==> src/hdl/radial_gradient_luma_top_defines.svh <==
// Assertion macros for the radial gradient luma block.
// No dependencies; included by the top level, which must provide clock and reset.
`ifndef RADIAL_GRADIENT_LUMA_TOP_DEFINES_SVH
`define RADIAL_GRADIENT_LUMA_TOP_DEFINES_SVH

// antecedent holds -> consequent holds in the same cycle
`define RGL_ASSERT_IMPLY(label, ante, cons) \
   label: assert property (@(posedge clock) disable iff (reset) (ante) |-> (cons)) \
      else $error("rgl check failed");

// antecedent holds -> consequent holds in the next cycle
`define RGL_ASSERT_NEXT(label, ante, cons) \
   label: assert property (@(posedge clock) disable iff (reset) (ante) |=> (cons)) \
      else $error("rgl check failed");

`endif

==> src/hdl/rgl_pkg.sv <==
// Shared types and constants for the radial gradient luma block.
// No dependencies.
`timescale 1ns / 1ps

package rgl_pkg;

   localparam int COORD_W  = 12;
   localparam int CSR_IW   = 3;
   localparam int CSR_DW   = 32;
   localparam int RAD_W    = 60;   // radicand, padded to an even width
   localparam int ROOT_W   = 30;
   localparam int REM_W    = 31;
   localparam int SLOPE_W  = 17;
   localparam int LEVEL_W  = 24;
   localparam int RATIO_W  = 17;

   localparam logic [CSR_IW-1:0] REG_CENTER_X     = 3'd0;
   localparam logic [CSR_IW-1:0] REG_CENTER_Y     = 3'd1;
   localparam logic [CSR_IW-1:0] REG_INNER_RADIUS = 3'd2;
   localparam logic [CSR_IW-1:0] REG_OUTER_RADIUS = 3'd3;
   localparam logic [CSR_IW-1:0] REG_INNER_LEVEL  = 3'd4;
   localparam logic [CSR_IW-1:0] REG_OUTER_LEVEL  = 3'd5;

   localparam logic [LEVEL_W-1:0] LEVEL_MAX = 24'hFF0000;
   localparam logic [SLOPE_W-1:0] ONE_FX    = 17'h10000;

   // word carried down the square root cell chain
   typedef struct packed {
      logic              valid;
      logic [RAD_W-1:0]  rad;
      logic [REM_W-1:0]  rem;
      logic [ROOT_W-1:0] root;
   } sqrt_word_type;

   // clamp a signed 16.16 level to 0..255 whole
   function automatic logic [LEVEL_W-1:0] clamp_level(input logic [CSR_DW-1:0] v);
      logic [LEVEL_W-1:0] r;
      if (v[CSR_DW-1])
         r = '0;
      else if (v > {8'h00, LEVEL_MAX})
         r = LEVEL_MAX;
      else
         r = v[LEVEL_W-1:0];
      return r;
   endfunction

endpackage

==> src/hdl/rgl_cell.sv <==
// One square root cell: retires one root bit per word and hands it on.
// Depends on rgl_pkg.
`timescale 1ns / 1ps

module rgl_cell (
   input  logic                  clock,
   input  logic                  reset,
   input  rgl_pkg::sqrt_word_type word_in,
   output rgl_pkg::sqrt_word_type word_out
);

   logic [rgl_pkg::REM_W+1:0] rem_sh;
   logic [rgl_pkg::REM_W+1:0] trial;
   logic                      ge;
   rgl_pkg::sqrt_word_type    word_in_c;
   rgl_pkg::sqrt_word_type    word_ff;

   // bring down two radicand bits, try root*4+1
   always_comb begin
      rem_sh = {word_in.rem, word_in.rad[rgl_pkg::RAD_W-1 -: 2]};
      trial  = {1'b0, word_in.root, 2'b01};
      ge     = (rem_sh >= trial);
      word_in_c       = word_in;
      word_in_c.rad   = {word_in.rad[rgl_pkg::RAD_W-3:0], 2'b00};
      word_in_c.rem   = ge ? rgl_pkg::REM_W'(rem_sh - trial) : rgl_pkg::REM_W'(rem_sh);
      word_in_c.root  = {word_in.root[rgl_pkg::ROOT_W-2:0], ge};
   end

   always_ff @(posedge clock) begin
      word_ff.rad  <= word_in_c.rad;
      word_ff.rem  <= word_in_c.rem;
      word_ff.root <= word_in_c.root;
   end

   always_ff @(posedge clock) begin
      if (reset)
         word_ff.valid <= 1'b0;
      else
         word_ff.valid <= word_in.valid;
   end

   assign word_out = word_ff;

endmodule

==> config.mk <==
export PLATFORM = sky130hd
export DESIGN_NAME = rgl_cell
export DESIGN_NICKNAME = d
export VERILOG_FILES = /design/src/hdl/radial_gradient_luma_top_defines.svh /design/src/hdl/rgl_pkg.sv /design/src/hdl/rgl_cell.sv
export SDC_FILE = /design/constraint.sdc
export NUM_CORES = 1
export LEC_CHECK = 0
export ABC_AREA = 0
export ABC_CLOCK_PERIOD_IN_PS = 8100
export BUFFER_PORTS_ARGS = -buffer_cell sky130_fd_sc_hd__buf_2
export CORE_MARGIN = 3
export CORE_UTILIZATION = 40
export DETAILED_ROUTE_END_ITERATION = 10
export PLACE_DENSITY_LB_ADDON = 0.15
export SYNTH_ARGS = -nofsm -noshare
export SYNTH_HDL_FRONTEND = slang
export SYNTH_SLANG_ARGS = --single-unit
export TNS_END_PERCENT = 10
==> constraint.sdc <==
create_clock -name clock -period 8.1 [get_ports clock]
set_input_delay 1.215 -clock clock [delete_from_list [all_inputs] [get_ports clock]]
set_output_delay 1.215 -clock clock [all_outputs]
set_load 0.01 [all_outputs]
==> out/metrics.csv <==
metric;value;unit
yosysSeqAreaShare;0.519;
p_switching;0.460;mW
synthArstFlopShare;0;
netlist_area;4630;sq um
postCtsSetupBuffers;0;
vias_per_cell;4.65;
clock_sinks;120;
cts_buffer_depth;2;
synth-edff-count;0;
rsz0062_at_grt;no;
intPower;1.27;mW
fmax;238;MHz
synth_top_cells_by_count;dfxtp_1, inv_1, ha_1;
power_frac_comb;0.187;
die_x;114;um
finalSetupViolCount;0;
relSlewSlack;0.483;
synth_ff_type;dfxtp_1;
track_usage;0.189;
die-area;12900;sq um
wirelength;12200;um
power_density;265;nW/um^2
overflow;0;
cp_cell_sequence;buf_2 > inv_1 > ha_1 > and3_1 > and3b_1 > o21ai_2 > o211ai_2 > a41oi_2 > o31ai_2 > a311oi_2 > o211ai_4 > buf_4 > mux2_4;
cp-start-kind;primary input;
cts_repair_resize_count;0;
num_vias;3796;
nNetsFinal;820;
areaGrowthSynthToFinish;41.2;%
dpl.hpwl;9960;um
p_leak;3.38;nW
maxCapViolCount;0;
worst_slew_pin_slew;0.772;ns
largest_reg_flops;120;
antenna_found_initial;0;
drtIter0Drc;155;
clock_power_share;0.431;
yosysMostFrequentCell;dfxtp_1;
synth.distinct_cells;51;
synth_area_leaders;dfxtp_1, mux2_4, ha_1;
drc;0;
root_buffer;clkbuf_16;
die_y;114;um
first_pass_iters;4;
cts_tree;built;
grt.busiest_layer;met2;
timing.hold.ws;0.899;ns
outcome;finished clean;
yosysTopAreaCellShare;0.519;
cp.arrival;4.49;ns
gp_congestion;0.900;
ir_drop;0.267;mV
core_area;11100;sq um
grt_pass1_wl;18900;um
min_period;4.20;ns
switching_share;0.266;
synth_seq_cells;120;
first_global_vias;3865;
yosysTopAreaCell;dfxtp_1;
critPathMaxFanout;17;
syn-instance-count;408;
worstPathRequired;8.39;ns
numPortBuffers;243;
wire_per_inst;15.0;um
worstSetupEndpointType;register;
cts_made_buffers;17;
pwr-share-seq;0.382;
setup_tns;0;ns
drive_gt1_frac;0.464;
cts_hold_buf;0;
post-route-period-util;0.518;
clk_pin_slew;0.06;ns
cp_slowest_cell;o211ai_4;
grt_max_degree;18;
met3_usage;0.0621;
num_rows;38;
finalMaxSlewViolations;0;
postRouteAntennaNets;0;
use_met2;0.331;
crit_buf_inv;3;
yosys_warnings;0;
grt_use_met1;0.210;
max_stage_delay;0.66;ns
syn_area_per_cell;11.3;sq um
worst-setup-path-type;in -> reg;
io_pins;246;
hp-class;in -> reg;
antennaDiodeCount;0;
crit_family;compound AO/OA/AOI/OAI gates;
start_util;0.418;
hold_viol_final;0;
cts.htree.levels;4;
==> kinds of logic after synthesis <==
family / share of synthesized area
other: 0.000810
flip-flops: 0.519
multiplexers: 0.0946
adder cells (fa/ha/maj): 0.0865
XOR/XNOR: 0.0549
AND/OR/NAND/NOR: 0.0695
buffers and inverters: 0.0508
AO/OA/AOI/OAI: 0.124
==> area by class of cell <==
class | count | area (sq um)
repair buffers | 244 | 1220
well taps | 140 | 175
fillers | 990 | 4550
inverters | 39 | 146
clock buffers | 17 | 425
multi-input cells | 242 | 1990
clock inverters | 15 | 166
flip-flops and latches | 120 | 2400
==> metal layers <==
metal	vias up	part of all wire
met1	1719	0.39
met2	149	0.51
li1	1912	-
met3	16	0.080
met5	-	0
met4	0	0.018
==> power by group through the flow <==
stage                     clock network, mW  logic (mW)  registers, mW
after floorplan                           0       0.173          0.707
after global placement                    0       0.323          0.674
after detailed placement                  0       0.325          0.675
after CTS                             0.762       0.328          0.663
after global routing                  0.788       0.355          0.667
final                                 0.745       0.323          0.662
==> per-stage QoR <==
stage,worst slack (ns),instances,area (sq um),power [mW],utilization
6_report,3.90,817,6530,1.73,0.590
3_3_place_gp,3.58,785,5940,0.996,0.536
2_1_floorplan,4.42,409,4630,0.880,-
5_1_grt,3.65,817,6530,1.81,0.590
3_5_place_dp,3.43,785,5940,1.00,0.536
4_1_cts,3.86,817,6530,1.75,0.590
==> cells in the final DEF, fill, tap and decap left out, drive strengths merged, types with 2 or more instances in the layout <==
master	Yosys	final
mux2	29	29
o21bai	2	2
nor2	12	12
xor2	8	8
clkinvlp	0	2
o31ai	2	2
nor3	2	2
o21ai	18	18
nand2b	6	6
bufinv	0	2
nand3	3	3
nand4	4	4
a21o	5	5
a21oi	32	32
xnor2	21	21
dfxtp	120	120
nor2b	6	6
clkinv	0	4
and2	3	3
a31oi	2	2
buf	7	244
a211oi	2	2
clkbuf	1	17
ha	32	32
a21boi	4	4
and3	6	6
inv	39	46
o21a	4	4
o211ai	4	4
nand2	20	20
conb	1	2
==> path summary, 6_finish.rpt <==
kind | start | endpoint | slack [ns] | cells past startpoint
setup / recovery | word_in[5] | word_out[47] | 3.90 | 13
hold / removal | word_in[106] | word_out[108] | 0.90 | 1
Power figures use the tool's default switching activity.
