===== config.mk =====
export PLATFORM = sky130hd
export DESIGN_NAME = rgl_slope_div
export DESIGN_NICKNAME = d
export VERILOG_FILES = /design/src/hdl/radial_gradient_luma_top_defines.svh /design/src/hdl/rgl_pkg.sv /design/src/hdl/rgl_slope_div.sv
export SDC_FILE = /design/constraint.sdc
export NUM_CORES = 1
export LEC_CHECK = 0
export ABC_AREA = 1
export BUFFER_PORTS_ARGS = -buffer_cell sky130_fd_sc_hd__buf_2
export CORE_MARGIN = 3
export CORE_UTILIZATION = 56
export CTS_CLUSTER_DIAMETER = 120
export DETAILED_ROUTE_END_ITERATION = 8
export PLACE_DENSITY = 0.81
export SYNTH_ARGS = -nofsm -noshare
export SYNTH_HDL_FRONTEND = slang
export SYNTH_SLANG_ARGS = --single-unit

===== constraint.sdc =====
create_clock -name clock -period 4.7 [get_ports clock]
set_input_delay 0.705 -clock clock [delete_from_list [all_inputs] [get_ports clock]]
set_output_delay 0.705 -clock clock [all_outputs]
set_load 0.005 [all_outputs]

===== src/hdl/radial_gradient_luma_top_defines.svh =====
// Assertion macros for the radial gradient luma block.
// No dependencies; included by the top level, which must provide clock and reset.
`ifndef RADIAL_GRADIENT_LUMA_TOP_DEFINES_SVH
`define RADIAL_GRADIENT_LUMA_TOP_DEFINES_SVH

// antecedent holds -> consequent holds in the same cycle
`define RGL_ASSERT_IMPLY(label, ante, cons) \
   label: assert property (@(posedge clock) disable iff (reset) (ante) |-> (cons)) \
      else $error("rgl check failed");

// antecedent holds -> consequent holds in the next cycle
`define RGL_ASSERT_NEXT(label, ante, cons) \
   label: assert property (@(posedge clock) disable iff (reset) (ante) |=> (cons)) \
      else $error("rgl check failed");

`endif


===== src/hdl/rgl_pkg.sv =====
// Shared types and constants for the radial gradient luma block.
// No dependencies.
`timescale 1ns / 1ps

package rgl_pkg;

   localparam int COORD_W  = 12;
   localparam int CSR_IW   = 3;
   localparam int CSR_DW   = 32;
   localparam int RAD_W    = 60;   // radicand, padded to an even width
   localparam int ROOT_W   = 30;
   localparam int REM_W    = 31;
   localparam int SLOPE_W  = 17;
   localparam int LEVEL_W  = 24;
   localparam int RATIO_W  = 17;

   localparam logic [CSR_IW-1:0] REG_CENTER_X     = 3'd0;
   localparam logic [CSR_IW-1:0] REG_CENTER_Y     = 3'd1;
   localparam logic [CSR_IW-1:0] REG_INNER_RADIUS = 3'd2;
   localparam logic [CSR_IW-1:0] REG_OUTER_RADIUS = 3'd3;
   localparam logic [CSR_IW-1:0] REG_INNER_LEVEL  = 3'd4;
   localparam logic [CSR_IW-1:0] REG_OUTER_LEVEL  = 3'd5;

   localparam logic [LEVEL_W-1:0] LEVEL_MAX = 24'hFF0000;
   localparam logic [SLOPE_W-1:0] ONE_FX    = 17'h10000;

   // word carried down the square root cell chain
   typedef struct packed {
      logic              valid;
      logic [RAD_W-1:0]  rad;
      logic [REM_W-1:0]  rem;
      logic [ROOT_W-1:0] root;
   } sqrt_word_type;

   // clamp a signed 16.16 level to 0..255 whole
   function automatic logic [LEVEL_W-1:0] clamp_level(input logic [CSR_DW-1:0] v);
      logic [LEVEL_W-1:0] r;
      if (v[CSR_DW-1])
         r = '0;
      else if (v > {8'h00, LEVEL_MAX})
         r = LEVEL_MAX;
      else
         r = v[LEVEL_W-1:0];
      return r;
   endfunction

endpackage


===== src/hdl/rgl_slope_div.sv =====
// Slope unit: floor(2^32 / fade), one quotient bit per cycle.
// Depends on rgl_pkg.
`timescale 1ns / 1ps

module rgl_slope_div (
   input  logic                         clock,
   input  logic                         reset,
   input  logic                         restart,
   input  logic signed [30:0]           inner,
   input  logic signed [30:0]           outer,
   output logic [rgl_pkg::SLOPE_W-1:0]  slope,
   output logic                         busy
);

   localparam int STEPS = rgl_pkg::SLOPE_W;

   logic signed [31:0]               diff;
   logic [30:0]                      fade;
   logic [30:0]                      div_in,  div_ff;
   logic [30:0]                      rem_in,  rem_ff;
   logic [31:0]                      rem2;
   logic [rgl_pkg::SLOPE_W-1:0]      quo_in,  quo_ff;
   logic [rgl_pkg::SLOPE_W-1:0]      slope_in, slope_ff;
   logic [$clog2(STEPS)-1:0]         cnt_in,  cnt_ff;
   logic                             busy_in, busy_ff;

   always_comb begin
      diff = {outer[30], outer} - {inner[30], inner};
      fade = (diff <= 32'sd65536) ? 31'd65536 : diff[30:0];
      rem2 = {rem_ff, 1'b0};
      div_in   = div_ff;
      rem_in   = rem_ff;
      quo_in   = quo_ff;
      cnt_in   = cnt_ff;
      busy_in  = busy_ff;
      slope_in = slope_ff;
      if (restart) begin
         // quotient fits 17 bits, so the bits above start from 2^15
         div_in  = fade;
         rem_in  = 31'd32768;
         quo_in  = '0;
         cnt_in  = '0;
         busy_in = 1'b1;
      end else if (busy_ff) begin
         if (rem2 >= {1'b0, div_ff}) begin
            rem_in = 31'(rem2 - {1'b0, div_ff});
            quo_in = {quo_ff[rgl_pkg::SLOPE_W-2:0], 1'b1};
         end else begin
            rem_in = rem2[30:0];
            quo_in = {quo_ff[rgl_pkg::SLOPE_W-2:0], 1'b0};
         end
         cnt_in = cnt_ff + 1'b1;
         if (cnt_ff == ($clog2(STEPS))'(STEPS - 1)) begin
            busy_in  = 1'b0;
            slope_in = quo_in;
         end
      end
   end

   always_ff @(posedge clock) begin
      div_ff <= div_in;
      rem_ff <= rem_in;
      quo_ff <= quo_in;
      cnt_ff <= cnt_in;
   end

   always_ff @(posedge clock) begin
      if (reset) begin
         busy_ff  <= 1'b0;
         slope_ff <= rgl_pkg::ONE_FX;
      end else begin
         busy_ff  <= busy_in;
         slope_ff <= slope_in;
      end
   end

   assign slope = slope_ff;
   assign busy  = busy_ff;

endmodule


==> results.md, run 1 <==
- Hold Path Stages: 2
- Syn_area_per_cell: between 6 and 7 µm²
- Worst Path Required: about 4.8 ns
- Critical path launch point type: input pin
- CORE AREA: about 15,000 µm²
- CTS H-tree lvls: 3
- Area Overhead vs Synth: 9.72%
- Hold Vio Cnt, Final: 0
- Clock Path Buffers: 2
- CP max stage cell: ha_1
- Syn_nets: about 1,500
- Antenna viol nets, final: 0
- Static Leak: approximately 5.0 nW
- Clk slew on worst S/H paths: ~0.07 ns
- Most frequent CP cell: nand2_2
- Die height: between 100 and 150 µm
- Status: finished clean
- CP peak stage delay: 0.40 ns
- Worst EP arrival: ~3.2 ns
- Clk root buf: clkbuf_16
- Reg area: 2330 µm²
- Fin crit share: 0.655
- DRC errors left: 0
- Drt pass-1 iters: 6
- Worst Tran Pin Value: slightly above 0.7 ns
- Final Skew: 0.00658 ns
- Synth unique cells: 43
- Initial antenna violation count: 0
- Unrepaired setup endpoints after global routing: false
- Post-synth top area cell: nand2_1
- Buffers on Ports: 82
- Max Slew Vio Count: 0
- Cell count after placement: roughly 1,600
- Yosys top cell area share: 0.173
- R2R Setup Slk: 1.63 ns
- Final #Nets: roughly 1,600
- HPWL Detailed: around 16,000 µm
- Critical-path cell list: buf_2 > inv_1 > ha_1 > nand2_2 > nor2_1 > nand3_1 > nand2_2 > nand2_1 > nand2_2 > nand2_1 > nand3_1 > nand2_1 > nor2_1 > nand3_1 > nor2_2 > nand2_2 > nand2_4 > nor2_1
- Max Freq: around 320 MHz
- Maximum vdd drop: ~0.15 mV
- Grt total ovfl: 0
- Die area: around 17,000 µm²
- Fill cells: 1,390
- Mapped Cells: 1,390
- Detailed Route Iter0 Violations: 640
- Clk_lat worst skew: 0.35 ns
- Total CTS buffers: 9
- Final WL: around 21,000 µm
- Crit. End Element: flop
- Core Util, Final: 0.638
- Wire per inst: roughly 12 µm
- CTS sink cnt: between 100 and 150
- Pwr per Cell Area: roughly 260 nW/µm²
- Multi-input gate area: 5170 µm²
- Vias per cell: ~5.2
- Routability cong.: a little under 1
- R2R depth: 10
- Final setup viols: 0
- CTS tree: done
- Async set-reset flop share out of synthesis: 0
- Row count: 44
- All-layer global routing usage: 0.250
- N_diodes: 0
- Crit path kind: in -> reg
- Max Cap Viol: 0
- Hold_buf cts: 0
- Final Total Pwr: between 0.002 and 0.0025 W
- Flops & latches, synth: slightly above 100
- Layout cells sized above 1: 0.106
- Number of synthesized flops with an enable pin: 31
- Sequential element share of the synthesized area: 0.272
- Post-Syn Area: roughly 8600 µm²
- Fin crit period: 3.08 ns
- Reg2reg start: div_ff[0]
- Synth top area cells: nand2_1 17%, dfxtp_1 16%, edfxtp_1 11%, inv_1 11%, ha_1 9.3%
- Hold Path Origin: slope[16]
- Setup TNS Final: 0 ns
- Vias in the first global route: around 7,900
- Hold WS: 0.472 ns
- Max FO, Critical Path: 30
- Via Count: between 8,000 and 9,000
- Worst r2r dst: rem_ff[18]
- Gates resized, CTS repair: 0
- Post-CTS Setup Bufs: 0
- Min-delay worst type: reg -> reg
- Initial Utilization: 0.581
- Chip width: 130 µm
- Worst slew margin: 0.521
- Worst Hold End: slope[16]
- Fin cells: roughly 1,600
- Synth warnings: 0
- Pin count of the biggest net entering global routing: between 60 and 70
- Num ports: slightly above 80
- First-pass GRT wire length: between 30,000 and 40,000 µm
- Ys flop type: dfxtp_1
## critical path: cells and delay by family
family / cells / cell delay, ns
adder cells (fa/ha/maj): 1 / 0.40
buffers and inverters: 2 / 0.10
AND/OR/NAND/NOR: 15 / 1.93
## worst max-delay path by stage
stage / endpoint / slack, ns / cells after the start / startpoint
after floorplan: div_ff[7] / 1.88 / 18 / outer[0]
after global placement: div_ff[23] / 1.42 / 18 / inner[6]
after detailed placement: div_ff[23] / 1.32 / 18 / inner[3]
after CTS: rem_ff[18] / 1.69 / 10 / div_ff[0]
after global routing: div_ff[17] / 1.35 / 18 / inner[3]
final: div_ff[11] / 1.62 / 18 / inner[3]
## state kept, by name, indices dropped and copies added (netlist names)
| name | cells |
|---|---|
| busy | 1 |
| cnt_ff | 5 |
| div_ff | 31 |
| quo_ff | 16 |
| rem_ff | 31 |
| slope | 17 |
## metrics by stage
step                      area [µm²]  setup WS [ns]
final                           9410           1.62
after global routing            9410           1.35
after CTS                       9410           1.69
after detailed placement        9120           1.32
after global placement          9120           1.42
after floorplan                 8580           1.88
## where the power goes
part / switching [W] / internal [W]
Combinational: 0.000505 / 0.000257
Sequential: 0.0000243 / 0.000969
Clock: 0.000352 / 0.000372
Total: 0.000881 / 0.00160
## layout by cell type (no fill, tap or decap), types with 3 or more instances in the layout
master     count
o21ai_0       70
nor2_1       169
o21ai_1        4
a21oi_1      102
clkbuf_16      9
nand3_2        4
nand3b_1       8
buf_2         82
o21bai_1       7
a21o_1         3
xor2_1         9
o211ai_1       7
nand2_2        8
inv_1        247
edfxtp_1      31
nand2_1      395
ha_1          64
or2_2          3
buf_4          5
xnor2_1       13
nor2_2        29
nand4_1       22
nor3_1        10
o21a_1         3
dfxtp_1       70
and2_1         3
a31oi_1        5
nand3_1       60
## area by class of cell
| class | count | share of cell area |
|---|---|---|
| clock buffer | 9 | 0.0239 |
| clock inverter | 7 | 0.00718 |
| inverter | 250 | 0.0997 |
| multi-input combinational | 1011 | 0.549 |
| sequential | 101 | 0.248 |
| tap | 184 | 0.0245 |
| timing repair buffer | 87 | 0.0476 |
## routing by layer
metal / GRT usage / share of wire / vias to the layer above
met5: 0 / 0 / -
met4: 0.116 / 0.042 / 0
met3: 0.0246 / 0.042 / 59
met2: 0.414 / 0.46 / 245
met1: 0.332 / 0.45 / 3825
li1: - / - / 4524
## cell families after synthesis
family	Yosys count	share of synthesized area
DFF	101	0.272
and+or+nand+nor	716	0.352
buffers and inverters	278	0.125
AOI/OAI and AO/OA	207	0.130
adders and majority gates	66	0.0980
xor gates and xnor gates	22	0.0225
## Yosys cell counts (2+ instances only)
| library cell | instances |
|---|---|
| a21oi_1 | 102 |
| o21bai_1 | 7 |
| dfxtp_1 | 70 |
| o21ai_1 | 4 |
| nand3_1 | 60 |
| or2_2 | 3 |
| buf_2 | 4 |
| a31oi_1 | 5 |
| o211ai_1 | 7 |
| inv_2 | 2 |
| xor2_1 | 9 |
| o21ai_0 | 70 |
| nor2_1 | 169 |
| nor2_2 | 29 |
| inv_1 | 248 |
| nand4_1 | 22 |
| nand2_2 | 8 |
| ha_1 | 64 |
| fa_1 | 2 |
| nand3b_1 | 8 |
| and2_1 | 3 |
| a21o_1 | 3 |
| xnor2_1 | 13 |
| nand3_2 | 4 |
| o21ai_2 | 2 |
| nor3_1 | 10 |
| nand2_1 | 395 |
| clkbuf_1 | 18 |
| o21a_1 | 3 |
| buf_6 | 3 |
| edfxtp_1 | 31 |
Note: power is estimated with default switching activity, not from simulation.
==> run 2, diff against run 1 <==
- CORE_UTILIZATION: 56 -> 55
- PLACE_DENSITY: 0.81 -> 0.83
- clock period: 4.7 -> 2.7 ns (I/O delays scaled with it)
==> results.md, run 2 (synthesis results as in run 1) <==
- All-layer global routing usage: 0.252 (was 0.250)
- Max Cap Viol: 0 (unchanged)
- M3 GR Usage: 0.0264 (was 0.0246)
- Antenna viol nets, final: 0 (unchanged)
- Critical-path cell list: buf_2 > inv_1 > ha_1 > nand2_2 > nor2_1 > nand3_1 > nand3_1 > nand2_1 > nand4_1 > nand2_1 > nor2_1 > nand3_1 > nor2_2 > nand2_2 > nand2_4 > buf_12 > nor2_1 (was buf_2 > inv_1 > ha_1 > nand2_2 > nor2_1 > nand3_1 > nand2_2 > nand2_1 > nand2_2 > nand2_1 > nand3_1 > nand2_1 > nor2_1 > nand3_1 > nor2_2 > nand2_2 > nand2_4 > nor2_1)
- Die height: 131 µm (was 130 µm)
- Layout cells sized above 1: 0.151 (was 0.106)
- Max Slew Vio Count: 0 (unchanged)
- Reg area: 2330 µm² (unchanged)
- CTS H-tree lvls: 3 (unchanged)
- Hold Vio Cnt, Final: 0 (unchanged)
- Clk slew on worst S/H paths: 0.07 ns (about the same)
- Chip width: 131 µm (was 130 µm)
- Max Freq: just under 400 MHz
- Pwr per Cell Area: 454 nW/µm² (was 264 nW/µm²)
- Hold Path Origin: reset (was slope[16])
- Final setup viols: 0 (unchanged)
- Via Count: 8,936 (was 8,653)
- Total CTS buffers: 9 (unchanged)
- Worst EP arrival: 2.62 ns (was 3.16 ns)
- Pin count of the biggest net entering global routing: 68 (was 69)
- Grt total ovfl: 0 (unchanged)
- Pre-CTS setup slack: -0.190 ns (was 1.32 ns)
- Delay-heaviest family, CP: simple AND/OR/NAND/NOR gates (unchanged)
- Final WL: 21,500 µm (was 20,500 µm)
- Area Overhead vs Synth: 16.5% (was 9.72%)
- Worst slew margin: 0.558 (was 0.521)
- Min-delay worst type: in -> reg (was reg -> reg)
- Met1 usage: 0.315 (was 0.332)
- Crit path kind: in -> reg (unchanged)
- Crit path setup slack, layout: 0.185 ns (was 1.62 ns)
- HPWL Detailed: 17,400 µm (was 16,400 µm)
- Initial antenna violation count: 0 (unchanged)
- Die area: 17,100 µm² (was 16,800 µm²)
- Global route hottest layer: met2 (unchanged)
- Reg2reg start: div_ff[0] (unchanged)
- Fin crit period: 2.51 ns
- Clk_lat worst skew: 0.35 ns (about the same)
- Fill cells: 1,382 (was 1,390)
- Drt pass-1 iters: 5 (was 6)
- Crit. End Element: flop (unchanged)
- Num ports: 83 (unchanged)
- Vias in the first global route: 8,131 (was 7,946)
- Status: finished clean (unchanged)
- DRC errors left: 0 (unchanged)
- Vias per cell: 5.19 (was 5.25)
- Multi-input gate area: 5190 µm² (was 5170 µm²)
- Core Util, Final: 0.657 (was 0.638)
- Row count: 45 (was 44)
- CTS tree: done (unchanged)
- Critical path launch point type: input pin (unchanged)
- Setup TNS Final: 0 ns (unchanged)
- Wire per inst: 12.5 µm (was 12.4 µm)
- Worst Path Required: 2.80 ns (was 4.78 ns)
- Critical path startpoint: inner[7] (was inner[3])
- First-pass GRT wire length: 35,700 µm (was 35,000 µm)
- Fin crit share: 0.931
- Clk root buf: clkbuf_16 (unchanged)
- Clock Path Buffers: 2 (unchanged)
- Commonest non-fill, non-tap cell in the layout: nand2_1 (unchanged)
- Routability cong.: 0.999 (was 0.984)
- CP max stage cell: ha_1 (unchanged)
- Static Leak: 5.36 nW (was 5.01 nW)
- CORE AREA: 15,200 µm² (was 14,800 µm²)
- Max FO, Critical Path: 17 (was 30)
- Critical path buffers and inverters: 3 (was 2)
- Worst Tran Pin Value: 0.663 ns (was 0.718 ns)
- CTS sink cnt: 101 (unchanged)
- Final Skew: 0.00994 ns (was 0.00658 ns)
- Detailed Route Iter0 Violations: 579 (was 640)
- N_diodes: 0 (unchanged)
- Buffers on Ports: 82 (unchanged)
- Initial Utilization: 0.564 (was 0.581)
- Final #Nets: 1,660 (was 1,591)
- CP peak stage delay: 0.35 ns (was 0.40 ns)
- Most frequent cells in the layout: 393 x nand2_1, 246 x inv_1, 169 x nor2_1 (was 395 x nand2_1, 247 x inv_1, 169 x nor2_1)
- Met2 usage: 0.453 (was 0.414)
- Maximum vdd drop: 0.264 mV (was 0.146 mV)
run 2: cell types whose count changed in the layout (fill, tap and decap cells not counted), moves of 2 or more:
cell,previous run,this run
a21oi_1,102,100
a21oi_2,1,3
buf_12,0,2
buf_4,5,71
nand2_1,395,393
nand2_2,8,10
run 2: per-stage QoR:
| step | power (W) | instance area, µm² | cells | hold slack (ns) |
|---|---|---|---|---|
| after floorplan | 0.00277 | 8580 | 1390 | 0.423 |
| after global placement | 0.00322 | 9660 | 1706 | 0.440 |
| after detailed placement | 0.00326 | 9660 | 1706 | 0.443 |
| after CTS | 0.00453 | 9960 | 1722 | 0.233 |
| after global routing | 0.00481 | 9990 | 1722 | 0.235 |
| final | 0.00453 | 9990 | 1722 | 0.239 |
run 2: power breakdown:
part / switching [W] / internal, W / total [W]
Sequential: 0.0000441 / 0.00169 / 0.00173
Clock: 0.000621 / 0.000649 / 0.00127
Combinational: 0.000928 / 0.000601 / 0.00153
Total: 0.00159 / 0.00294 / 0.00453
run 2: cell type report:
cell class                 count  share of cell area
multi-input combinational   1011               0.520
inverter                     250              0.0939
clock buffer                   9              0.0225
tap                          188              0.0236
timing repair buffer         156              0.0996
clock inverter                 7             0.00676
sequential                   101               0.233
run 2: final timing paths:
path                     end  slack [ns]  cells past startpoint
setup / recovery  div_ff[13]        0.19                     17
hold / removal          busy        0.24                      2
setup reg to reg  rem_ff[18]        0.24                     10
hold reg to reg    slope[16]        0.46                      2
run 2: layer usage:
layer / routed length, µm / share of wire / vias up
li1: - / - / 4649
met1: 9290 / 0.43 / 4007
met2: 10700 / 0.50 / 239
met3: 1000 / 0.047 / 41
met4: 524 / 0.024 / 0
met5: 0 / 0 / -
run 2: what timing repair did:
item,CTS,global route
hold buffers,0,0
resized for setup,0,10
setup buffers,0,0
setup endpoints to repair,0,54
run 2: worst register-to-register path, delay by kind of cell (launching register included):
| family | cells | cell delay, ns |
|---|---|---|
| AND/OR/NAND/NOR | 4 | 0.44 |
| flip-flops | 1 | 0.45 |
| adder cells (fa/ha/maj) | 1 | 0.51 |
| AO/OA/AOI/OAI | 5 | 1.01 |
